### config.mk
export PLATFORM = sky130hd
export DESIGN_NAME = swap_slot_bitmap_allocator
export DESIGN_NICKNAME = d
export VERILOG_FILES = /design/src/ssba_pkg.sv /design/src/ssba_bitmap_ram.sv /design/src/ssba_word_scan.sv /design/src/swap_slot_bitmap_allocator.sv
export SDC_FILE = /design/constraint.sdc
export NUM_CORES = 1
export LEC_CHECK = 0
export CAP_MARGIN = 25
export CELL_PAD_IN_SITES_DETAIL_PLACEMENT = 1
export CELL_PAD_IN_SITES_GLOBAL_PLACEMENT = 2
export CORE_ASPECT_RATIO = 1.1
export CORE_MARGIN = 2
export CORE_UTILIZATION = 49
export CTS_CLUSTER_SIZE = 16
export DETAILED_ROUTE_END_ITERATION = 6
export DONT_BUFFER_PORTS = 1
export GPL_TIMING_DRIVEN = 0
export HOLD_SLACK_MARGIN = 0.03
export PLACE_DENSITY_LB_ADDON = 0.08
export SLEW_MARGIN = 40
export SYNTH_ARGS = -nofsm -noshare
export SYNTH_HDL_FRONTEND = slang
export SYNTH_SLANG_ARGS = --single-unit
### constraint.sdc
create_clock -name clk -period 10.87 [get_ports clk]
set_input_delay 1.087 -clock clk [delete_from_list [all_inputs] [get_ports clk]]
set_output_delay 1.087 -clock clk [all_outputs]
set_load 0.02 [all_outputs]
### src/ssba_pkg.sv
// ----------------------------------------------------------------------------
// ssba_pkg
// Shared types and codes for the swap slot bitmap allocator.
// ----------------------------------------------------------------------------
package ssba_pkg;

  localparam int SLOT_COUNT_W     = 9;
  localparam int SLOT_COUNT_RESET = 256;
  localparam int WORD_BITS        = 8;
  localparam int WORD_SHIFT       = 3;

  localparam logic CMD_ALLOC = 1'b0;
  localparam logic CMD_FREE  = 1'b1;

  localparam logic [1:0] ST_OK    = 2'd0;
  localparam logic [1:0] ST_FULL  = 2'd1;
  localparam logic [1:0] ST_RANGE = 2'd2;

  typedef struct packed {
    logic       command;
    logic [7:0] free_slot;
  } cmd_t;

  typedef struct packed {
    logic [7:0] slot_index;
    logic [1:0] status;
  } result_t;

  // Outcome of looking at one bitmap word
  typedef struct packed {
    logic       found;
    logic [2:0] bit_idx;
    logic       last;
  } scan_t;

endpackage

### src/ssba_bitmap_ram.sv
// ----------------------------------------------------------------------------
// ssba_bitmap_ram
// Used-bit storage, one byte per word, one write and one registered read port.
// ----------------------------------------------------------------------------
module ssba_bitmap_ram #(
  parameter int WORDS = 32,
  parameter int AW    = 5
) (
  input  logic          clk,
  input  logic          wr_en,
  input  logic [AW-1:0] wr_addr,
  input  logic [7:0]    wr_data,
  input  logic          rd_en,
  input  logic [AW-1:0] rd_addr,
  output logic [7:0]    rd_data
);

  logic [7:0] mem [WORDS];

  always_ff @(posedge clk) begin
    if (wr_en) begin
      mem[wr_addr] <= wr_data;
    end
    if (rd_en) begin
      rd_data <= mem[rd_addr];
    end
  end

endmodule

### src/ssba_word_scan.sv
// ----------------------------------------------------------------------------
// ssba_word_scan
// Finds the lowest free slot of one bitmap word below the slot limit.
// ----------------------------------------------------------------------------
module ssba_word_scan
  import ssba_pkg::*;
#(
  parameter int LW = 9
) (
  input  logic [7:0]    word,
  input  logic [LW-1:0] base,
  input  logic [LW-1:0] lim,
  output scan_t         scan
);

  logic [7:0]    avail;
  logic [LW-1:0] base_end;

  always_comb begin
    for (int b = 0; b < WORD_BITS; b++) begin
      avail[b] = !word[b] && ((base + LW'(b)) < lim);
    end
    base_end     = base + LW'(WORD_BITS);
    scan.found   = 1'b0;
    scan.bit_idx = 3'd0;
    for (int b = WORD_BITS - 1; b >= 0; b--) begin
      if (avail[b]) begin
        scan.found   = 1'b1;
        scan.bit_idx = 3'(b);
      end
    end
    scan.last = base_end >= lim;
  end

endmodule

### src/swap_slot_bitmap_allocator.sv
// ----------------------------------------------------------------------------
// swap_slot_bitmap_allocator
// First-fit swap slot allocator over a used-bit bitmap kept in block RAM.
// ----------------------------------------------------------------------------
// Commands enter on in_valid/in_stall (in_data), results leave on
// out_valid/out_stall (out_data), exactly one result per command.
// cfg_write/cfg_data set slot_count; write it only while the block is idle.
// An allocate scans the bitmap one 8-bit word per cycle from slot 0 until
// it grants a free slot or passes the slot limit and reports a full map.
// A free reads the word and writes it back. Out-of-range frees and
// allocates with a zero count answer from idle, without a RAM read. The
// bitmap RAM port is the limit: one command is in work at a time.
// After reset the bitmap is cleared one word per cycle; in_stall stays high
// during that pass, configuration writes are taken throughout.
// Results sit in an output register; if it is stalled, a finished result
// is held and the next command waits until it has moved into that register.
// ----------------------------------------------------------------------------
module swap_slot_bitmap_allocator
  import ssba_pkg::*;
#(
  parameter int SLOTS = 256
) (
  input  logic                    clk,
  input  logic                    rst,
  input  logic                    cfg_write,
  input  logic [SLOT_COUNT_W-1:0] cfg_data,
  input  logic                    in_valid,
  output logic                    in_stall,
  input  cmd_t                    in_data,
  output logic                    out_valid,
  input  logic                    out_stall,
  output result_t                 out_data
);

  localparam int WORDS = (SLOTS + WORD_BITS - 1) / WORD_BITS;
  localparam int AW    = (WORDS > 1) ? $clog2(WORDS) : 1;
  localparam int LW    = ($clog2(SLOTS + 1) > SLOT_COUNT_W) ? $clog2(SLOTS + 1)
                                                            : SLOT_COUNT_W;
  localparam logic [LW-1:0] SLOTS_L = LW'(SLOTS);

  typedef enum logic [2:0] {
    S_CLEAR,
    S_IDLE,
    S_SCAN,
    S_FREE,
    S_HOLD
  } state_t;

  state_t                  state;
  logic [AW-1:0]           clr_addr;
  logic [AW-1:0]           chk_word;
  logic [7:0]              free_slot;
  result_t                 pending;
  logic [SLOT_COUNT_W-1:0] slot_count;

  logic          wr_en;
  logic [AW-1:0] wr_addr;
  logic [7:0]    wr_data;
  logic          rd_en;
  logic [AW-1:0] rd_addr;
  logic [7:0]    rd_data;

  logic [LW-1:0] cnt_ext;
  logic [LW-1:0] lim;
  logic [LW-1:0] base;
  logic [LW-1:0] req_ext;
  logic [AW-1:0] req_word;
  logic [AW-1:0] free_word;
  logic          req_ok;
  logic          accept;
  scan_t         scan;
  result_t       done_res;
  logic          done;
  logic          out_free;

  assign cnt_ext   = LW'(slot_count);
  assign lim       = (cnt_ext < SLOTS_L) ? cnt_ext : SLOTS_L;
  assign base      = LW'({chk_word, 3'b000});
  assign req_ext   = LW'(in_data.free_slot);
  assign req_ok    = req_ext < lim;
  assign req_word  = AW'(req_ext >> WORD_SHIFT);
  assign free_word = AW'(LW'(free_slot) >> WORD_SHIFT);
  assign in_stall  = (state != S_IDLE);
  assign accept    = in_valid && !in_stall;
  assign out_free  = !out_valid || !out_stall;

  ssba_bitmap_ram #(
    .WORDS (WORDS),
    .AW    (AW)
  ) u_ram (
    .clk     (clk),
    .wr_en   (wr_en),
    .wr_addr (wr_addr),
    .wr_data (wr_data),
    .rd_en   (rd_en),
    .rd_addr (rd_addr),
    .rd_data (rd_data)
  );

  ssba_word_scan #(
    .LW (LW)
  ) u_scan (
    .word (rd_data),
    .base (base),
    .lim  (lim),
    .scan (scan)
  );

  // RAM control and the result finished this cycle, if any
  always_comb begin
    wr_en    = 1'b0;
    wr_addr  = '0;
    wr_data  = '0;
    rd_en    = 1'b0;
    rd_addr  = '0;
    done     = 1'b0;
    done_res = '0;
    case (state)
      S_CLEAR: begin
        wr_en   = 1'b1;
        wr_addr = clr_addr;
      end
      S_IDLE: begin
        if (accept) begin
          if (in_data.command == CMD_ALLOC) begin
            if (lim != '0) begin
              rd_en = 1'b1;
            end else begin
              done            = 1'b1;
              done_res.status = ST_FULL;
            end
          end else if (req_ok) begin
            rd_en   = 1'b1;
            rd_addr = req_word;
          end else begin
            done            = 1'b1;
            done_res.status = ST_RANGE;
          end
        end
      end
      S_SCAN: begin
        if (scan.found) begin
          wr_en               = 1'b1;
          wr_addr             = chk_word;
          wr_data             = rd_data | (8'b1 << scan.bit_idx);
          done                = 1'b1;
          done_res.slot_index = 8'(base | LW'(scan.bit_idx));
          done_res.status     = ST_OK;
        end else if (scan.last) begin
          done            = 1'b1;
          done_res.status = ST_FULL;
        end else begin
          rd_en   = 1'b1;
          rd_addr = AW'(chk_word + 1'b1);
        end
      end
      S_FREE: begin
        wr_en               = 1'b1;
        wr_addr             = free_word;
        wr_data             = rd_data & ~(8'b1 << free_slot[2:0]);
        done                = 1'b1;
        done_res.slot_index = free_slot;
        done_res.status     = ST_OK;
      end
      default: begin
      end
    endcase
  end

  always_ff @(posedge clk) begin
    if (rst) begin
      state      <= S_CLEAR;
      clr_addr   <= '0;
      out_valid  <= 1'b0;
      slot_count <= SLOT_COUNT_W'(SLOT_COUNT_RESET);
    end else begin
      if (cfg_write) begin
        slot_count <= cfg_data;
      end
      if (out_valid && !out_stall) begin
        out_valid <= 1'b0;
      end
      case (state)
        S_CLEAR: begin
          clr_addr <= AW'(clr_addr + 1'b1);
          if (clr_addr == AW'(WORDS - 1)) begin
            state <= S_IDLE;
          end
        end
        S_IDLE: begin
          if (accept) begin
            chk_word  <= '0;
            free_slot <= in_data.free_slot;
            if (!done) begin
              state <= (in_data.command == CMD_ALLOC) ? S_SCAN : S_FREE;
            end
          end
        end
        S_SCAN: begin
          if (!done) begin
            chk_word <= AW'(chk_word + 1'b1);
          end
        end
        S_HOLD: begin
          if (out_free) begin
            out_valid <= 1'b1;
            out_data  <= pending;
            state     <= S_IDLE;
          end
        end
        default: begin
        end
      endcase
      if (done) begin
        if (out_free) begin
          out_valid <= 1'b1;
          out_data  <= done_res;
          state     <= S_IDLE;
        end else begin
          pending <= done_res;
          state   <= S_HOLD;
        end
      end
    end
  end

endmodule
After elaboration in Yosys (flattened, before gate mapping)
Memories as Yosys holds them, arrays and structs flattened. A register that Yosys moved wholly into a read port is not among the register bits.
Cells that the tools add are included.
{ "classes": {"multipliers": 0, "n_mux": 65, "div_mod_pow": 0, "n_shift": 2, "addsub": 10, "n_reduce_logical": 31, "n_lt_le_gt_ge": 11, "bitwise_logic": 6, "n_eq_ne": 11} }
{ "op_table": {"columns": ["cell", "n"], "rows": [
  ["$lt A9 B9 Y1", 7],
  ["$mux W10", 4],
  ["$mux W5", 8],
  ["$add A8 B3 Y9 const B", 4],
  ["$mux W4", 8],
  ["$pmux W8 S2", 2],
  ["$mux W1", 24],
  ["$pmux W5 S2", 2],
  ["$add A8 B2 Y9 const B", 2],
  ["$lt A8 B9 Y1", 2],
  ["$mux W8", 2],
  ["$shl A1 B3 Y8 const A", 2],
  ["$mux W3", 5],
  ["$pmux W5 S3", 1],
  ["$logic_not A1 Y1", 11],
  ["$add A5 B1 Y5 const B", 2],
  ["$logic_and A1 B1 Y1", 10],
  ["$add A8 B1 Y9 const B", 1],
  ["$add A8 B4 Y9 const B", 1],
  ["$ge A9 B9 Y1", 1],
  ["$lt A9 B9 Y1 const B", 1],
  ["$mux W9", 1],
  ["$ne A3 B3 Y1 const B", 3],
  ["$pmux W3 S3", 1],
  ["23 further kinds", 31]
]} }
{ "totals": {"ramBits": 256, "wordCells": 147, "reg_bits": 51, "mem_count": 1, "rom_bits": 0, "inputBits": 23, "latch_bits": 0, "output_inout_bits": 12} }
{ "mem_list": {"columns": ["name", "depth", "word_bits", "rd", "rd_clocked_by_memory_dff", "wr", "line", "text"], "rows": [
  ["u_ram.mem", 32, 8, 1, 1, 1, "ssba_bitmap_ram.sv:18", "logic [7:0] mem [WORDS];"]
]} }

Depth between registers and ports, before layout
{ "logic_depth": {"depth_word": 17, "mapped_depth": 18, "ltp_nobuf": 15} }

Hierarchy
From an unflattened synthesis, not the netlist that was laid out.
{ "hier_totals": {"hier_cells": 1005, "area_unflattened_um2": 15404.8} }
{ "modules_own_cells": {"columns": ["mod", "seq_area_each_um2", "area_each_um2", "instances", "cells_per_inst"], "rows": [
  ["ssba_bitmap_ram", 7927.6, 10133.5, 1, 417],
  ["swap_slot_bitmap_allocator", 1351.3, 2892.8, 1, 282],
  ["ssba_word_scan", 0.0, 2378.5, 1, 306]
]} }

Worst setup path before layout
No wires, ideal clock.
{ "synth_path": {"path_kind": "reg-to-reg", "startpoint": "reg slot_count[8], in the netlist cnt_ext[8]", "endpoint": "mem u_ram.mem[0][4], data pin", "setup_ps": 467, "synth_period_minus_slack_ps": 4385, "t_arrival_ps": 3918, "path_stages_with_launch": 13, "t_required_ps": 10403, "slack_ps": 6485, "n_path_buf": 1, "path_cell_list": "dfxtp_1 buf_6 inv_1 nand2_1 ha_1 a211oi_2 o32ai_4 or3_1 a21oi_1 o21ai_0 a21oi_1 nor2_1 o31ai_1"} }
{ "synth_via": {"elab_chain_len": 16, "elab_cells_between_ends": 30, "classes_between": "9 x order compare; 1 x shift; 11 x mux; 1 x bitwise; 8 x reduce/logical"} }
{ "synth_rtl": {"columns": ["item", "line", "text"], "rows": [
  ["start: declaration", "swap_slot_bitmap_allocator.sv:54", "logic [SLOT_COUNT_W-1:0] slot_count;"],
  ["start signal: assignment", "swap_slot_bitmap_allocator.sv:175", "slot_count <= SLOT_COUNT_W'(SLOT_COUNT_RESET);"],
  ["start signal: assignment", "swap_slot_bitmap_allocator.sv:178", "slot_count <= cfg_data;"],
  ["$lt A9 B9 Y1", "swap_slot_bitmap_allocator.sv:77", "assign lim = (cnt_ext < SLOTS_L) ? cnt_ext : SLOTS_L;"],
  ["$mux W9 (*)", "swap_slot_bitmap_allocator.sv:77", null],
  ["$lt A9 B9 Y1", "ssba_word_scan.sv:21", "avail[b] = !word[b] && ((base + LW'(b)) < lim);"],
  ["$logic_and A1 B1 Y1", "ssba_word_scan.sv:21", null],
  ["$mux W4 (7 in series)", "ssba_word_scan.sv:27", "if (avail[b]) begin"],
  ["$mux W4 (*)", "ssba_word_scan.sv:27", null],
  ["$shl A1 B3 Y8", "swap_slot_bitmap_allocator.sv:145", "wr_data = rd_data | (8'b1 << scan.bit_idx);"],
  ["$or A8 B8 Y8", "swap_slot_bitmap_allocator.sv:145", null],
  ["$mux W8 (*)", "swap_slot_bitmap_allocator.sv:142", "if (scan.found) begin"],
  ["$pmux W8 S2 (*)", "swap_slot_bitmap_allocator.sv:118", "case (state)"],
  ["net u_ram.wr_data[4]", "ssba_bitmap_ram.sv:12", "input logic [7:0] wr_data,"],
  ["end: declaration", "ssba_bitmap_ram.sv:18", null]
]} }
Mark *: on every way through the listed nets, which the timed path passes. The rest lies on a longest branch.

Worst setup path in the final report
{ "layout_path": {"startpoint": "reg chk_word[0]", "endpoint": "reg u_ram.rd_data[2], read port of u_ram.mem, data pin"} }
{ "layout_via": {"elab_cells_between_ends": 40, "classes_between": "9 x add/sub; 9 x order compare; 14 x mux; 8 x reduce/logical"} }
{ "layout_rtl": {"columns": ["item", "line", "text"], "rows": [
  ["start: declaration", "swap_slot_bitmap_allocator.sv:51", "logic [AW-1:0] chk_word;"],
  ["start signal: assignment", "swap_slot_bitmap_allocator.sv:201", "chk_word <= AW'(chk_word + 1'b1);"],
  ["$add A8 B4 Y9 (*)", "ssba_word_scan.sv:23", "base_end = base + LW'(WORD_BITS);"],
  ["net u_scan.base_end[7]", "ssba_word_scan.sv:17", "logic [LW-1:0] base_end;"],
  ["$ge A9 B9 Y1 (*)", "ssba_word_scan.sv:32", "scan.last = base_end >= lim;"],
  ["$mux W5 / $mux W1 (equally long branches)", "swap_slot_bitmap_allocator.sv:149", "end else if (scan.last) begin"],
  ["$mux W5 / $mux W1 (equally long branches)", "swap_slot_bitmap_allocator.sv:142", null],
  ["$pmux W5 S2 / $pmux W1 S2 (equally long branches)", "swap_slot_bitmap_allocator.sv:118", null],
  ["end: declaration", "ssba_bitmap_ram.sv:15", "output logic [7:0] rd_data"]
]} }
Marks and branches as above.
A chain may end at the register's enable or synchronous reset.

==> results by group <==
Synth
  • FF+latch count, synth: 315
  • EDFF count, synth: 297
  • Yosys cell types: 72
  • Net Count, Synth: 1,145
  • Synth warn: 0
  • Syn Inst Count: 1,100
  • Avg Cell Area, Syn: 12.7 sq um
  • Synthesized cell area: 0.0140 sq mm
  • Async SR Flop Fraction: 0%
  • Primary FF master, synth: edfxtp_1
  • Post-synthesis sequential area ratio: 66.4%

Finish
  • Final nets: 1,190
  • Final Non-Filler Cells: 1,535
  • Area Overhead vs Synth: 14.3%
  • Sequential Area: 0.00928 sq mm
  • Area of the multi-input gates: 0.00457 sq mm
  • Fill count: 2,764
  • N_diodes: 0
  • Design area: 0.0160 sq mm
  • Layout cells sized above 1: 12.8%

Pwr
  • Sequential share of power: 48.3%
  • Clock power frac: 43.4%
  • Internal power: 2.22 mW
  • Switching Share: 23.6%
  • Lkg Pwr: 5.70 nW
  • Worst VDD drop: 134 uV
  • P per Cell Area: 181 mW/mm^2
  • Comb pwr share: 8.3%
  • Psw: 0.684 mW

Global route
  • GRT Residual Overflow: 0
  • GRT Resource Usage Total: 29.5%
  • Gr busiest metal: met2
  • Grt met2 use: 49.3%
  • Largest net degree at the start of global routing: 33
  • Met1 Track Usage GR: 38.0%
  • Vias in the first global route: 9,939
  • Initial antenna violation count: 0
  • First-pass GRT wire length: 63,500 um
  • Global Route met3 Usage: 4.94%

Clock network
  • CTS H-tree depth: 2
  • Clock Latency Late Sink: 530 ps
  • Clock sink total: 315
  • Hold-fix buffers, CTS: 0
  • Worst-path clk slew: 60 ps
  • Postcts setup bufs: 0
  • Clock root buffer: clkbuf_16
  • CTS tree: done
  • Clock tree buffer depth: 3
  • CTS buffer count: 35
  • CTS resizes: 0

STA
  • Hold Fails Final Rpt: 0
  • Final Cycle Share: 55.4%
  • Pins Over Slew Limit: 0
  • Crit path time final: 6020 ps
  • Measured slew at the worst slew-check pin: 913 ps
  • Max Clk Rate: 166 MHz
  • Setup TNS: 0 ps
  • Setup-failing EPs final: 0
  • Rel. slew slack: 38.9%
  • Clock Skews: 22.5 ps
  • RSZ-0062 raised after global routing: no

Die
  • Initial core utilization: 50.0%
  • Die ar.: 0.0299 sq mm
  • Die X: 165 um
  • Core area: 0.0279 sq mm
  • Die Ht: 181 um
  • FP Rows: 64
  • Ports: 35

Worst hold path
  • Hold Path Stages: 2
  • HP Class: reg -> reg

Worst setup path
  • CP required: 11,100 ps
  • Type of origin of the critical path: flop
  • Worst EP arrival: 6240 ps
  • CP Max Fanout: 10
  • Crit Path Class: reg -> reg
  • Reg2Reg Depth: 16
  • CP Capture Type: flop

Outcome
  • Status: completed

Detailed routing
  • Post-DR vias/cell: 6.16
  • Remaining DRCs: 0
  • Routed WL per cell: 28.1 um
  • Vias: 9,451
  • First-pass DRT Iterations: 5
  • Initial DRC Count: 926
  • DRT antenna net count: 0
  • Final wirelength: 43,200 um

Place
  • Placed inst area: 0.0147 sq mm
  • Placed insts: 1,471
  • Placer Congestion: 0.872
  • Hpwl dp: 30,000 um
  • IO buf count: 0

Flow run
  • Max_cap viols: 0
-- synthesized netlist by cell type (4+ instances only) --
cell type	instances	area, sq um
nor2b_1	11	68.8
nand3_1	30	150
edfxtp_1	297	8920
a311o_1	6	60.1
clkbuf_1	24	90.1
a211oi_2	6	75.1
nand2b_1	4	25.0
a21o_1	8	60.1
ha_1	22	275
a2111oi_0	8	70.1
inv_1	12	45.0
a311oi_1	7	61.3
a32oi_1	10	87.6
a22o_1	5	43.8
o211ai_1	5	37.5
o22ai_1	6	37.5
nor2_1	91	342
a31oi_1	29	181
mux2i_1	65	651
xor2_1	4	35.0
nand2_1	215	807
and2_1	9	56.3
o21ai_0	22	110
buf_4	4	30.0
nand4_1	4	25.0
buf_2	16	80.1
and3_1	30	188
a32o_1	6	60.1
buf_1	7	26.3
nor3_1	11	55.1
a21oi_1	39	195
dfxtp_1	18	360
a211oi_1	4	30.0
-- cell usage in the layout (no fill, tap or decap), types with 5 or more instances in the layout --
cell,n
a311oi_1,7
a32oi_1,9
nor2b_1,11
nor2_2,24
mux2i_1,65
clkbuf_1,24
buf_2,17
o21ai_0,21
a21oi_1,35
nand2_1,215
nor3_1,9
a31oi_1,29
clkinvlp_4,5
a2111oi_0,5
buf_1,7
clkinv_2,6
nor2_1,68
o22ai_1,6
dfxtp_1,18
a311o_1,6
buf_4,5
clkbuf_16,37
a21o_1,8
ha_1,22
o211ai_1,5
and3_1,30
clkinv_1,7
inv_1,12
nand3_1,30
a211oi_2,6
bufinv_16,6
a32o_1,6
edfxtp_1,297
and2_1,9
a22o_1,5
-- per-stage QoR --
stage / power (mW) / util (%) / setup WS, ps / hold WS, ps
after global routing: 2.98 / 57.2 / 4500 / 568
after floorplan: 1.56 / - / 6480 / 484
after global placement: 1.64 / 51.7 / 4310 / 507
after CTS: 2.91 / 57.1 / 4890 / 538
final: 2.90 / 57.2 / 4850 / 529
after detailed placement: 1.66 / 52.7 / 4930 / 523
-- logic make-up (layout without fill, tap and decap cells) --
group                      after synthesis  after routing  synth area share [%]
AOI/OAI and AO/OA                      193            193                  10.1
xor gates and xnor gates                 6              6                 0.376
adders and majority gates               22             22                  1.97
buffers and inverters                   66            138                  2.18
DFF                                    315            315                  66.4
muxes                                   71             71                  5.38
and+or+nand+nor                        427            427                  13.6
-- power groups by stage --
stage / clock [mW] / sequential (mW) / combinational, mW
2_1_floorplan: 0 / 1.42 / 0.142
3_3_place_gp: 0 / 1.42 / 0.215
3_5_place_dp: 0 / 1.43 / 0.234
4_1_cts: 1.27 / 1.40 / 0.236
5_1_grt: 1.32 / 1.40 / 0.258
6_report: 1.26 / 1.40 / 0.240
-- final timing paths --
| check | from | endpoint | slack (ps) |
|---|---|---|---|
| min reg2reg | cnt_ext[5] | cnt_ext[5] | 530 |
| max reg2reg | chk_word[0] | u_ram.rd_data[2] | 4850 |
| min | cnt_ext[5] | cnt_ext[5] | 530 |
| max | chk_word[0] | u_ram.rd_data[2] | 4850 |
-- per-layer routing --
layer	part of all wire, %	vias to the layer above
met3	7.1	98
met4	4.3	0
li1	-	4247
met1	40	4728
met2	49	378
met5	0	-
-- area by class of cell --
class                           instances  area share [%]
Timing Repair Buffer                    8           0.932
Multi-Input combinational cell        719            28.6
Tap cell                              363            2.84
Inverter                               12           0.282
Clock buffer                           39            5.84
Sequential cell                       315            58.1
Buffer                                 54            1.64
Clock inverter                         25            1.84
-- worst max-delay path, cell delays in order (launching register included) --
cell and delay (ps):
edfxtp_1 570, ha_1 310, nand3_1 100, xor2_1 260, inv_1 140, ha_1 300
and4_1 230, o2111ai_1 110, nand4b_1 390, nor2b_1 300, a32o_1 440, buf_2 400
clkbuf_1 600, clkbuf_1 610, nand3_1 220, a32oi_1 550, a31oi_1 170
-- registers in the layout, summed over array words and instances, names as in the netlist --
name	cells
pending	10
free_slot	8
chk_word	5
state	3
out_valid	1
u_ram.rd_data	8
clr_addr	5
cnt_ext	9
out_data	10
u_ram.mem	256
Note: power is estimated with default switching activity, not from simulation.
